### config.mk
export PLATFORM = sky130hd
export DESIGN_NAME = sbus_frame_channel_decoder_flat
export DESIGN_NICKNAME = d
export VERILOG_FILES = /design/src/design/sfcd_pkg.sv /design/src/design/sfcd_if.sv /design/src/design/sbus_frame_channel_decoder.sv /design/src/design/sfcd_byte_cell.sv /design/src/design/sfcd_condition.sv /design/src/flat_wrapper.sv
export SDC_FILE = /design/constraint.sdc
export NUM_CORES = 1
export LEC_CHECK = 0
export BUFFER_PORTS_ARGS = -buffer_cell sky130_fd_sc_hd__buf_2
export CAP_MARGIN = 20
export CORE_MARGIN = 10
export CORE_UTILIZATION = 55
export DETAILED_ROUTE_END_ITERATION = 8
export PLACE_DENSITY = 0.71
export RECOVER_POWER = 50
export SLEW_MARGIN = 20
export SYNTH_ARGS = -nofsm -noshare
export SYNTH_HDL_FRONTEND = slang
export SYNTH_SLANG_ARGS = --single-unit
### constraint.sdc
create_clock -name clk -period 33.1 [get_ports clk]
set_clock_uncertainty 0.2 [all_clocks]
set_input_delay 4.965 -clock clk [delete_from_list [all_inputs] [get_ports clk]]
set_output_delay 4.965 -clock clk [all_outputs]
set_load 0.005 [all_outputs]
### src/design/sfcd_pkg.sv
package sfcd_pkg;

  localparam int FRAME_BYTES  = 25;
  localparam int NUM_CHANNELS = 16;
  localparam int CH_BITS      = 11;
  localparam int DATA_BYTES   = 22;
  localparam int DATA_BITS    = DATA_BYTES * 8;

  typedef logic [7:0]          byte_t;
  typedef logic [CH_BITS-1:0]  chan_raw_t;
  typedef logic signed [11:0]  chan_val_t;
  typedef logic [3:0]          chan_idx_t;
  typedef logic [DATA_BITS-1:0] frame_data_t;

  localparam byte_t HEADER_BYTE = 8'h0F;
  localparam byte_t FOOTER_BYTE = 8'h00;

  localparam int CFG_IDX_W = 3;
  typedef logic [CFG_IDX_W-1:0] cfg_idx_t;

  localparam cfg_idx_t REG_LOW_LIMIT    = 3'd0;
  localparam cfg_idx_t REG_HIGH_LIMIT   = 3'd1;
  localparam cfg_idx_t REG_CENTER_VALUE = 3'd2;
  localparam cfg_idx_t REG_DEAD_ZONE    = 3'd3;

  localparam chan_raw_t LOW_LIMIT_RST    = 11'd172;
  localparam chan_raw_t HIGH_LIMIT_RST   = 11'd1811;
  localparam chan_raw_t CENTER_VALUE_RST = 11'd992;
  localparam chan_raw_t DEAD_ZONE_RST    = 11'd10;

  localparam chan_idx_t LAST_CHANNEL = 4'd15;

  typedef struct packed {
    chan_raw_t low_limit;
    chan_raw_t high_limit;
    chan_raw_t center_value;
    chan_raw_t dead_zone;
  } cond_cfg_t;

endpackage

### src/design/sfcd_if.sv
interface sfcd_byte_if import sfcd_pkg::*; ();
  logic  valid;
  logic  ready;
  byte_t rx_byte;

  modport source (output valid, output rx_byte, input ready);
  modport sink   (input valid, input rx_byte, output ready);
endinterface

interface sfcd_chan_if import sfcd_pkg::*; ();
  logic      valid;
  logic      ready;
  chan_idx_t channel_index;
  chan_val_t channel_value;
  logic      link_alive;
  logic      last;

  modport source (output valid, output channel_index, output channel_value,
                  output link_alive, output last, input ready);
  modport sink   (input valid, input channel_index, input channel_value,
                  input link_alive, input last, output ready);
endinterface

### src/design/sbus_frame_channel_decoder.sv
// A footer byte that completes a frame loads the snapshot register, which moves into the
// serializer and then to the output register as channel 0; the rest follow one beat per cycle
// while out_bus.ready holds, 16 beats per frame. Input takes one byte per cycle unless stalled;
// a second frame found while the serializer is busy is held in one snapshot register that stalls input.
// Reset (rst, synchronous): the 25-byte window clears to zero, the limits return to
// their defaults and all pending frames and beats are dropped.
module sbus_frame_channel_decoder import sfcd_pkg::*; #(
  parameter int CONDITIONED_CHANNELS = 4
) (
  input  logic            clk,
  input  logic            rst,
  input  logic            cfg_we,
  input  cfg_idx_t        cfg_index,
  input  chan_raw_t       cfg_data,
  sfcd_byte_if.sink       in_bus,
  sfcd_chan_if.source     out_bus
);

  cond_cfg_t cfg;

  always_ff @(posedge clk) begin
    if (rst) begin
      cfg.low_limit    <= LOW_LIMIT_RST;
      cfg.high_limit   <= HIGH_LIMIT_RST;
      cfg.center_value <= CENTER_VALUE_RST;
      cfg.dead_zone    <= DEAD_ZONE_RST;
    end else if (cfg_we) begin
      case (cfg_index)
        REG_LOW_LIMIT:    cfg.low_limit    <= cfg_data;
        REG_HIGH_LIMIT:   cfg.high_limit   <= cfg_data;
        REG_CENTER_VALUE: cfg.center_value <= cfg_data;
        REG_DEAD_ZONE:    cfg.dead_zone    <= cfg_data;
        default: ;
      endcase
    end
  end

  // byte window: cell 0 oldest, cell FRAME_BYTES-1 newest
  byte_t win [FRAME_BYTES];
  logic  in_fire;
  logic  snap_valid;
  logic  ser_active;

  // an idle serializer takes the snapshot this cycle, so a new one may land
  assign in_bus.ready = !snap_valid || !ser_active;
  assign in_fire      = in_bus.valid && in_bus.ready;

  for (genvar i = 0; i < FRAME_BYTES; i++) begin : g_cell
    if (i == FRAME_BYTES - 1) begin : g_tail
      sfcd_byte_cell u_cell (
        .clk(clk), .rst(rst), .shift(in_fire), .d_in(in_bus.rx_byte), .q(win[i])
      );
    end else begin : g_body
      sfcd_byte_cell u_cell (
        .clk(clk), .rst(rst), .shift(in_fire), .d_in(win[i+1]), .q(win[i])
      );
    end
  end

  // match on the window as it stands after this beat shifts in
  logic        match;
  frame_data_t snap_data_next;

  assign match = (win[1] == HEADER_BYTE) && (in_bus.rx_byte == FOOTER_BYTE);

  always_comb begin
    for (int b = 0; b < DATA_BYTES; b++) begin
      snap_data_next[8*b +: 8] = win[b+2];
    end
  end

  frame_data_t snap_data;
  logic        snap_alive;

  // serializer
  frame_data_t ser_data;
  logic        ser_alive;
  chan_idx_t   ser_count;
  logic        out_valid;
  logic        adv;
  logic        load;

  assign adv  = ser_active && (!out_valid || out_bus.ready);
  assign load = snap_valid && (!ser_active || (adv && ser_count == LAST_CHANNEL));

  always_ff @(posedge clk) begin
    if (rst) begin
      snap_valid <= 1'b0;
    end else if (in_fire && match) begin
      snap_valid <= 1'b1;
    end else if (load) begin
      snap_valid <= 1'b0;
    end
  end

  always_ff @(posedge clk) begin
    if (in_fire && match) begin
      snap_data  <= snap_data_next;
      snap_alive <= (win[FRAME_BYTES-1] == 8'h00);
    end
  end

  always_ff @(posedge clk) begin
    if (rst) begin
      ser_active <= 1'b0;
      ser_count  <= '0;
    end else if (load) begin
      ser_active <= 1'b1;
      ser_count  <= '0;
    end else if (adv) begin
      ser_active <= (ser_count != LAST_CHANNEL);
      ser_count  <= ser_count + 4'd1;
    end
  end

  always_ff @(posedge clk) begin
    if (load) begin
      ser_data  <= snap_data;
      ser_alive <= snap_alive;
    end else if (adv) begin
      ser_data  <= ser_data >> CH_BITS;
    end
  end

  chan_val_t cond_value;
  logic      cond_en;

  assign cond_en = {1'b0, ser_count} < 5'(CONDITIONED_CHANNELS);

  sfcd_condition u_cond (
    .cfg   (cfg),
    .enable(cond_en),
    .raw   (ser_data[CH_BITS-1:0]),
    .value (cond_value)
  );

  // output register
  always_ff @(posedge clk) begin
    if (rst) begin
      out_valid <= 1'b0;
    end else if (adv) begin
      out_valid <= 1'b1;
    end else if (out_bus.ready) begin
      out_valid <= 1'b0;
    end
  end

  always_ff @(posedge clk) begin
    if (adv) begin
      out_bus.channel_index <= ser_count;
      out_bus.channel_value <= cond_value;
      out_bus.link_alive    <= ser_alive;
      out_bus.last          <= (ser_count == LAST_CHANNEL);
    end
  end

  assign out_bus.valid = out_valid;

endmodule

### src/design/sfcd_byte_cell.sv
module sfcd_byte_cell import sfcd_pkg::*; (
  input  logic  clk,
  input  logic  rst,
  input  logic  shift,
  input  byte_t d_in,
  output byte_t q
);

  always_ff @(posedge clk) begin
    if (rst) begin
      q <= '0;
    end else if (shift) begin
      q <= d_in;
    end
  end

endmodule

### src/design/sfcd_condition.sv
module sfcd_condition import sfcd_pkg::*; (
  input  cond_cfg_t cfg,
  input  logic      enable,
  input  chan_raw_t raw,
  output chan_val_t value
);

  chan_raw_t         clamped;
  logic signed [11:0] diff;
  chan_raw_t         mag;

  always_comb begin
    // out-of-range samples snap to center
    if (raw < cfg.low_limit || raw > cfg.high_limit) begin
      clamped = cfg.center_value;
    end else begin
      clamped = raw;
    end
    diff = $signed({1'b0, clamped}) - $signed({1'b0, cfg.center_value});
    mag  = diff[11] ? chan_raw_t'(-diff) : diff[10:0];
    if (!enable) begin
      value = $signed({1'b0, raw});
    end else if (mag <= cfg.dead_zone) begin
      value = '0;
    end else begin
      value = diff;
    end
  end

endmodule

### src/flat_wrapper.sv
// flat-port wrapper written by rule: the top's interface ports become plain ports
module sbus_frame_channel_decoder_flat import sfcd_pkg::*;
#(
  parameter int CONDITIONED_CHANNELS = 4
)
  (clk, rst, cfg_we, cfg_index, cfg_data, in_bus_valid, in_bus_rx_byte, in_bus_ready, out_bus_valid, out_bus_channel_index, out_bus_channel_value, out_bus_link_alive, out_bus_last, out_bus_ready);
  sfcd_byte_if in_bus_i ();
  sfcd_chan_if out_bus_i ();
  input  logic clk;
  input  logic rst;
  input  logic cfg_we;
  input  cfg_idx_t cfg_index;
  input  chan_raw_t cfg_data;
  input wire logic [$bits(in_bus_i.valid)-1:0] in_bus_valid;
  input wire logic [$bits(in_bus_i.rx_byte)-1:0] in_bus_rx_byte;
  output wire logic [$bits(in_bus_i.ready)-1:0] in_bus_ready;
  output wire logic [$bits(out_bus_i.valid)-1:0] out_bus_valid;
  output wire logic [$bits(out_bus_i.channel_index)-1:0] out_bus_channel_index;
  output wire logic [$bits(out_bus_i.channel_value)-1:0] out_bus_channel_value;
  output wire logic [$bits(out_bus_i.link_alive)-1:0] out_bus_link_alive;
  output wire logic [$bits(out_bus_i.last)-1:0] out_bus_last;
  input wire logic [$bits(out_bus_i.ready)-1:0] out_bus_ready;
  assign in_bus_i.valid = in_bus_valid;
  assign in_bus_i.rx_byte = in_bus_rx_byte;
  assign in_bus_ready = in_bus_i.ready;
  assign out_bus_valid = out_bus_i.valid;
  assign out_bus_channel_index = out_bus_i.channel_index;
  assign out_bus_channel_value = out_bus_i.channel_value;
  assign out_bus_link_alive = out_bus_i.link_alive;
  assign out_bus_last = out_bus_i.last;
  assign out_bus_i.ready = out_bus_ready;
  sbus_frame_channel_decoder #(.CONDITIONED_CHANNELS(CONDITIONED_CHANNELS)) u_core (.clk(clk), .rst(rst), .cfg_we(cfg_we), .cfg_index(cfg_index), .cfg_data(cfg_data), .in_bus(in_bus_i), .out_bus(out_bus_i));
endmodule
==> results of run 1 <==
layout make-up:
cell class,instances,area share
flip-flops and latches,615,0.615
multi-input cells,1123,0.261
clock buffers,85,0.0662
well taps,539,0.0259
clock inverters,27,0.0129
repair buffers,60,0.0117
inverters,51,0.00734
metal layers:
layer | part of all wire | vias to the layer above | wire, um | GRT usage
li1 | - | 6677 | - | -
met1 | 0.43 | 6785 | 19400 | 0.224
met2 | 0.50 | 245 | 22600 | 0.300
met3 | 0.041 | 93 | 1850 | 0.0317
met4 | 0.028 | 0 | 1280 | 0.0608
met5 | 0 | - | 0 | 0
metrics by stage:
stage	power, mW	instance area (um^2)
after floorplan	0.868	23400
after global placement	0.883	24100
after detailed placement	0.884	24100
after CTS	1.58	26100
after global routing	1.62	26100
final	1.57	26100
power by group:
part           internal (mW)  switching [mW]
logic                 0.0202          0.0386
registers              0.807         0.00168
clock network          0.417           0.280
total                   1.24           0.321
registers in the layout, indices dropped and copies added (netlist names):
register and cells:
u_core.snap_alive 1, u_core.ser_count 4, u_core.g_cell.g_body.u_cell.q 184, u_core.out_bus.channel_index 4
u_core.out_bus.channel_value 12, u_core.out_bus.link_alive 1, u_core.snap_valid 1, u_core.ser_data 176
u_core.out_bus.valid 1, u_core.g_cell.g_tail.u_cell.q 8, u_core.ser_alive 1, u_core.out_bus.last 1
u_core.ser_active 1, u_core.cfg 44, u_core.snap_data 176
final timing paths:
| check | start | end | cells past startpoint | slack, ps |
|---|---|---|---|---|
| min reg2reg | u_core.snap_alive | u_core.ser_alive | 0 | 210 |
| max | rst | u_core.g_cell[4].g_body.u_cell.q[4] | 3 | 20000 |
| max reg2reg | u_core.ser_count[0] | u_core.ser_data[119] | 7 | 25860 |
| min | u_core.snap_alive | u_core.ser_alive | 0 | 210 |
cell usage after synthesis (4+ instances only):
cell / n
buf_2: 17
ha_1: 45
nor2b_1: 8
and3_1: 13
dfxtp_1: 243
xor2_1: 7
o21ai_0: 13
and2_1: 5
a22o_1: 7
o21a_1: 4
inv_1: 50
xnor2_1: 12
nor3_1: 11
clkbuf_1: 82
a211o_1: 5
nand2b_1: 6
o21bai_1: 4
mux2_2: 165
nand2_1: 485
edfxtp_1: 372
mux2_4: 9
nand4_1: 7
nor2_1: 20
nand3b_1: 14
a211oi_1: 4
nand3_1: 9
a21oi_1: 236
worst max-delay path: cells and delay by family:
kind                   cells  cell delay [ps]
buffers and inverters      2             7940
AO/OA/AOI/OAI              1               90
kinds of logic after synthesis:
group                    count (synthesis)  share of synthesized area
AND/OR/NAND/NOR                        586                      0.102
multiplexers                           178                     0.0868
buffers and inverters                  154                     0.0259
adder cells (fa/ha/maj)                 46                     0.0249
XOR/XNOR                                19                    0.00710
AO/OA/AOI/OAI                          294                     0.0688
flip-flops                             615                      0.684
==> flow_metrics.env, run 1 <==
export IMPL_status="finished, violations left"
export IMPL_failed_checks="max-capacitance violations, max-slew violations"
export IMPL_max_slew_margin=-3.64
export IMPL_slowest_stage="clkbuf_1"
export IMPL_final_cell_mix="nand2_1, edfxtp_1, dfxtp_1"
export IMPL_path_clk_slew_ps=60
export IMPL_path_class="in -> reg"
export IMPL_start_util=0.557
export IMPL_setup_ws_ps=20000
export IMPL_dp_slack_ps=23630
export IMPL_ys_top_cells_by_area="edfxtp_1, dfxtp_1, mux2_2, nand2_1, a21oi_1"
export IMPL_h_tree_depth=2
export IMPL_drv_cap=4
export IMPL_num_fill_cells=3221
export IMPL_numPortBuffers=46
export IMPL_worst_setup_path_end_kind="flip-flop"
export IMPL_ant_nets=0
export IMPL_nNetsFinal=1983
export IMPL_core_area_um2=42000
export IMPL_max_clock_path_buffers=3
export IMPL_grt_pass1_wl_um=72700
export IMPL_antenna_found_initial=0
export IMPL_utilization=0.620
export IMPL_diodes=0
export IMPL_syn_nets=1965
export IMPL_arrival_ps=13180
export IMPL_ys_warnings_count=0
export IMPL_clock_sinks=615
export IMPL_drive_gt1_frac=0.162
export IMPL_seq_area_um2=16000
export IMPL_cts_tree="built"
export IMPL_die_area_um2=51300
export IMPL_grt_usage=0.177
export IMPL_critPathRequiredTime_ps=33180
export IMPL_syn_cell_area_um2=23400
export IMPL_final_common_cell="nand2_1"
export IMPL_postSynthCellCount=1892
export IMPL_synth_seq_area_share=0.684
export IMPL_cts_root_buffer="clkbuf_16"
export IMPL_final_hold_viol_count=0
export IMPL_dr_pass1_iters=5
export IMPL_powerDensity_nw_per_um2=60.0
export IMPL_grt_setup_unrepaired="false"
export IMPL_worst_slew_pin_slew_ps=6960
export IMPL_fin_crit_ps=13100
export IMPL_postSynthAreaPerCell_um2=12.4
export IMPL_remaining_drc_errors=0
export IMPL_via_per_inst=5.52
export IMPL_setup_violations=0
export IMPL_place_congestion=0.846
export IMPL_finalMaxSlewViolations=331
export IMPL_start_kind="primary input"
export IMPL_pin_count=47
export IMPL_fp_dieW_um=226
export IMPL_worstPathMaxFanout=154
export IMPL_ys_flop_type="edfxtp_1"
export IMPL_yosysTopAreaCellShare=0.477
export IMPL_area_delta_synth_final_pct=11.3
export IMPL_synth_seq_cells=615
export IMPL_cts_buffers=59
export IMPL_fmax_mhz=76.3
export IMPL_path_common_cell="clkbuf_1"
export IMPL_cts_resized=0
export IMPL_routedWlPerCell_um=18.1
export IMPL_hold_class="reg -> reg"
export IMPL_grt_max_degree=155
export IMPL_rows=75
export IMPL_tns_ps=0
export IMPL_first_global_vias=13700
export IMPL_synth_cell_types=51
export IMPL_dp_hpwl_um=26800
export IMPL_postCtsSetupBuffers=0
export IMPL_holdBufCountCts=0
export IMPL_post_route_period_util=0.396
export IMPL_wirelength_um=45200
export IMPL_synthArstFlopShare=0
export IMPL_synth_top_area_cell="edfxtp_1"
export IMPL_multi_input_area_um2=6810
export IMPL_irDropWorstVdd_mv=0.0484
export IMPL_power_leakage_nw=8.87
export IMPL_final_cells=2500
export IMPL_num_vias=13800
export IMPL_placedCellCount=2388
export IMPL_drtIter0Drc=1097
export IMPL_synth_enable_flop_cells=372
export IMPL_cp_slowest_stage_delay_ps=4760
export IMPL_clock_latency_ps=620
export IMPL_hold_ws_ps=212
export IMPL_die_height_um=226
export IMPL_crit_chain="clkbuf_1, clkbuf_1, a21oi_1"
export IMPL_grt_overflow=0
Power figures use the tool's default switching activity.
==> run 2, diff against run 1 <==
--- a/config.mk
+++ b/config.mk
@@ -10,7 +10,7 @@
 export CORE_MARGIN = 10
 export CORE_UTILIZATION = 55
 export DETAILED_ROUTE_END_ITERATION = 8
-export PLACE_DENSITY = 0.71
+export PLACE_DENSITY = 0.74
 export RECOVER_POWER = 50
 export SLEW_MARGIN = 20
 export SYNTH_ARGS = -nofsm -noshare
==> constraint.sdc (replaced) <==
create_clock -name clk -period 11.7 [get_ports clk]
set_clock_uncertainty 0.2 [all_clocks]
set_input_delay 1.755 -clock clk [delete_from_list [all_inputs] [get_ports clk]]
set_output_delay 1.755 -clock clk [all_outputs]
set_load 0.005 [all_outputs]
==> run 2 against run 1 <==
  * Clock power grew to 2.7 times the previous value
  * The run still ends with max-capacitance violations, max-slew violations left
  * Setup slack worse by 17000 ps
  * Global-route usage is 0.69 points higher
  * Final cell count hardly changed
  * Sequential power grew to 2.8 times the previous value
  * Largest cell class unchanged
  * Flip-flop and latch count stayed put
  * Via count is 0.31% lower
  * Core utilization is 0.24 points lower
  * Die area stayed put
  * Register-to-register slack worse by 22000 ps
==> flow_metrics.env, run 2 (synthesis results as in run 1) <==
export IMPL_status="finished, violations left"
export IMPL_failed_checks="max-capacitance violations, max-slew violations"
export IMPL_power_leakage_nw=8.83
export IMPL_grt_max_degree=94
export IMPL_top_register="u_core.g_cell.g_body.u_cell.q"
export IMPL_pin_count=47
export IMPL_clock_sinks=615
export IMPL_powerDensity_nw_per_um2=168
export IMPL_num_fill_cells=3252
export IMPL_path_clk_slew_ps=60
export IMPL_grt_pass1_wl_um=75200
export IMPL_final_common_cell="nand2_1"
export IMPL_antenna_found_initial=0
export IMPL_tns_ps=0
export IMPL_num_vias=13800
export IMPL_dr_pass1_iters=5
export IMPL_postCtsSetupBuffers=0
export IMPL_final_hold_viol_count=0
export IMPL_max_slew_margin=-1.80
export IMPL_finalMaxSlewViolations=439
export IMPL_hold_class="reg -> reg"
export IMPL_cp_startpoint="out_bus_ready"
export IMPL_arrival_ps=8630
export IMPL_h_tree_depth=2
export IMPL_area_delta_synth_final_pct=10.8
export IMPL_die_area_um2=51300
export IMPL_grt_usage=0.184
export IMPL_cts_buffers=58
export IMPL_reg2reg_slack_ps=3690
export IMPL_worst_setup_path_end_kind="flip-flop"
export IMPL_place_congestion=0.849
export IMPL_remaining_drc_errors=0
export IMPL_largest_register_ffs=184
export IMPL_nNetsFinal=1985
export IMPL_rows=75
export IMPL_start_kind="primary input"
export IMPL_cts_root_buffer="clkbuf_16"
export IMPL_first_global_vias=13900
export IMPL_irDropWorstVdd_mv=0.142
export IMPL_critPathRequiredTime_ps=11710
export IMPL_clock_latency_ps=610
export IMPL_path_class="in -> reg"
export IMPL_grt_overflow=0
export IMPL_hp_start="u_core.snap_alive"
export IMPL_die_height_um=226
export IMPL_setup_violations=0
export IMPL_diodes=0
export IMPL_routedWlPerCell_um=18.7
export IMPL_max_clock_path_buffers=3
export IMPL_ant_nets=0
export IMPL_via_per_inst=5.50
export IMPL_totalPowerFinal_mw=4.36
export IMPL_seq_area_um2=16000
export IMPL_grt_setup_unrepaired="false"
export IMPL_wirelength_um=46900
export IMPL_drv_cap=7
export IMPL_core_area_um2=42000
export IMPL_multi_input_area_um2=6800
export IMPL_fp_dieW_um=226
export IMPL_worst_slew_pin_slew_ps=4210
export IMPL_drive_gt1_frac=0.156
export IMPL_top_regs="u_core.g_cell.g_body.u_cell.q (184), u_core.ser_data (176), u_core.snap_data (176)"
export IMPL_start_util=0.557
export IMPL_cts_resized=0
export IMPL_r2r_start="u_core.ser_count[0]"
export IMPL_worstPathMaxFanout=75
export IMPL_post_route_period_util=0.736
export IMPL_holdBufCountCts=0
export IMPL_final_cell_mix="nand2_1, edfxtp_1, dfxtp_1"
export IMPL_dp_hpwl_um=28000
export IMPL_drtIter0Drc=860
export IMPL_numPortBuffers=46
export IMPL_fin_crit_ps=8620
export IMPL_cts_tree="built"
export IMPL_fmax_mhz=116
-- run 2: final timing paths --
kind / to / cells after the start
worst max-delay path: u_core.ser_data[102] / 7
worst min-delay path: u_core.ser_alive / 0
worst max register to register: u_core.ser_data[102] / 7
worst min register to register: u_core.ser_alive / 0
-- run 2: worst max-delay path, stage by stage --
cell and delay (ps):
buf_2 80, nor2b_1 60, o21ai_0 1070, and2_0 1760, or2_0 1850, buf_4 1030
buf_4 930
-- run 2: through the flow --
stage / instance area [um^2] / utilization / std cells / worst slack [ps] / hold slack, ps
after floorplan: 23400 / - / 1892 / 1090 / 200
after global placement: 24100 / 0.573 / 2390 / 4960 / 206
after detailed placement: 24100 / 0.573 / 2390 / 4870 / 212
after CTS: 26000 / 0.619 / 2500 / 4810 / 224
after global routing: 26000 / 0.618 / 2501 / 2390 / 242
final: 26000 / 0.618 / 2501 / 3080 / 224
-- run 2: power by group --
group,internal [mW],leakage [nW],switching (mW),total (mW)
clock network,1.12,0.970,0.787,1.91
registers,2.28,5.39,0.00512,2.29
logic,0.0567,2.47,0.108,0.165
total,3.46,8.83,0.901,4.36
-- run 2: per-layer routing --
layer | share of wire | up-vias | global-route usage
met4 | 0.021 | 0 | 0.0515
met5 | 0 | - | 0
met2 | 0.51 | 227 | 0.316
met3 | 0.037 | 56 | 0.0302
li1 | - | 6672 | -
met1 | 0.43 | 6802 | 0.235
-- run 2: final cells by class --
class / instances / share of cell area
sequential: 615 / 0.617
inverter: 51 / 0.00737
timing repair buffer: 63 / 0.0121
clock inverter: 31 / 0.0133
tap: 539 / 0.0260
multi-input combinational: 1123 / 0.262
clock buffer: 79 / 0.0620
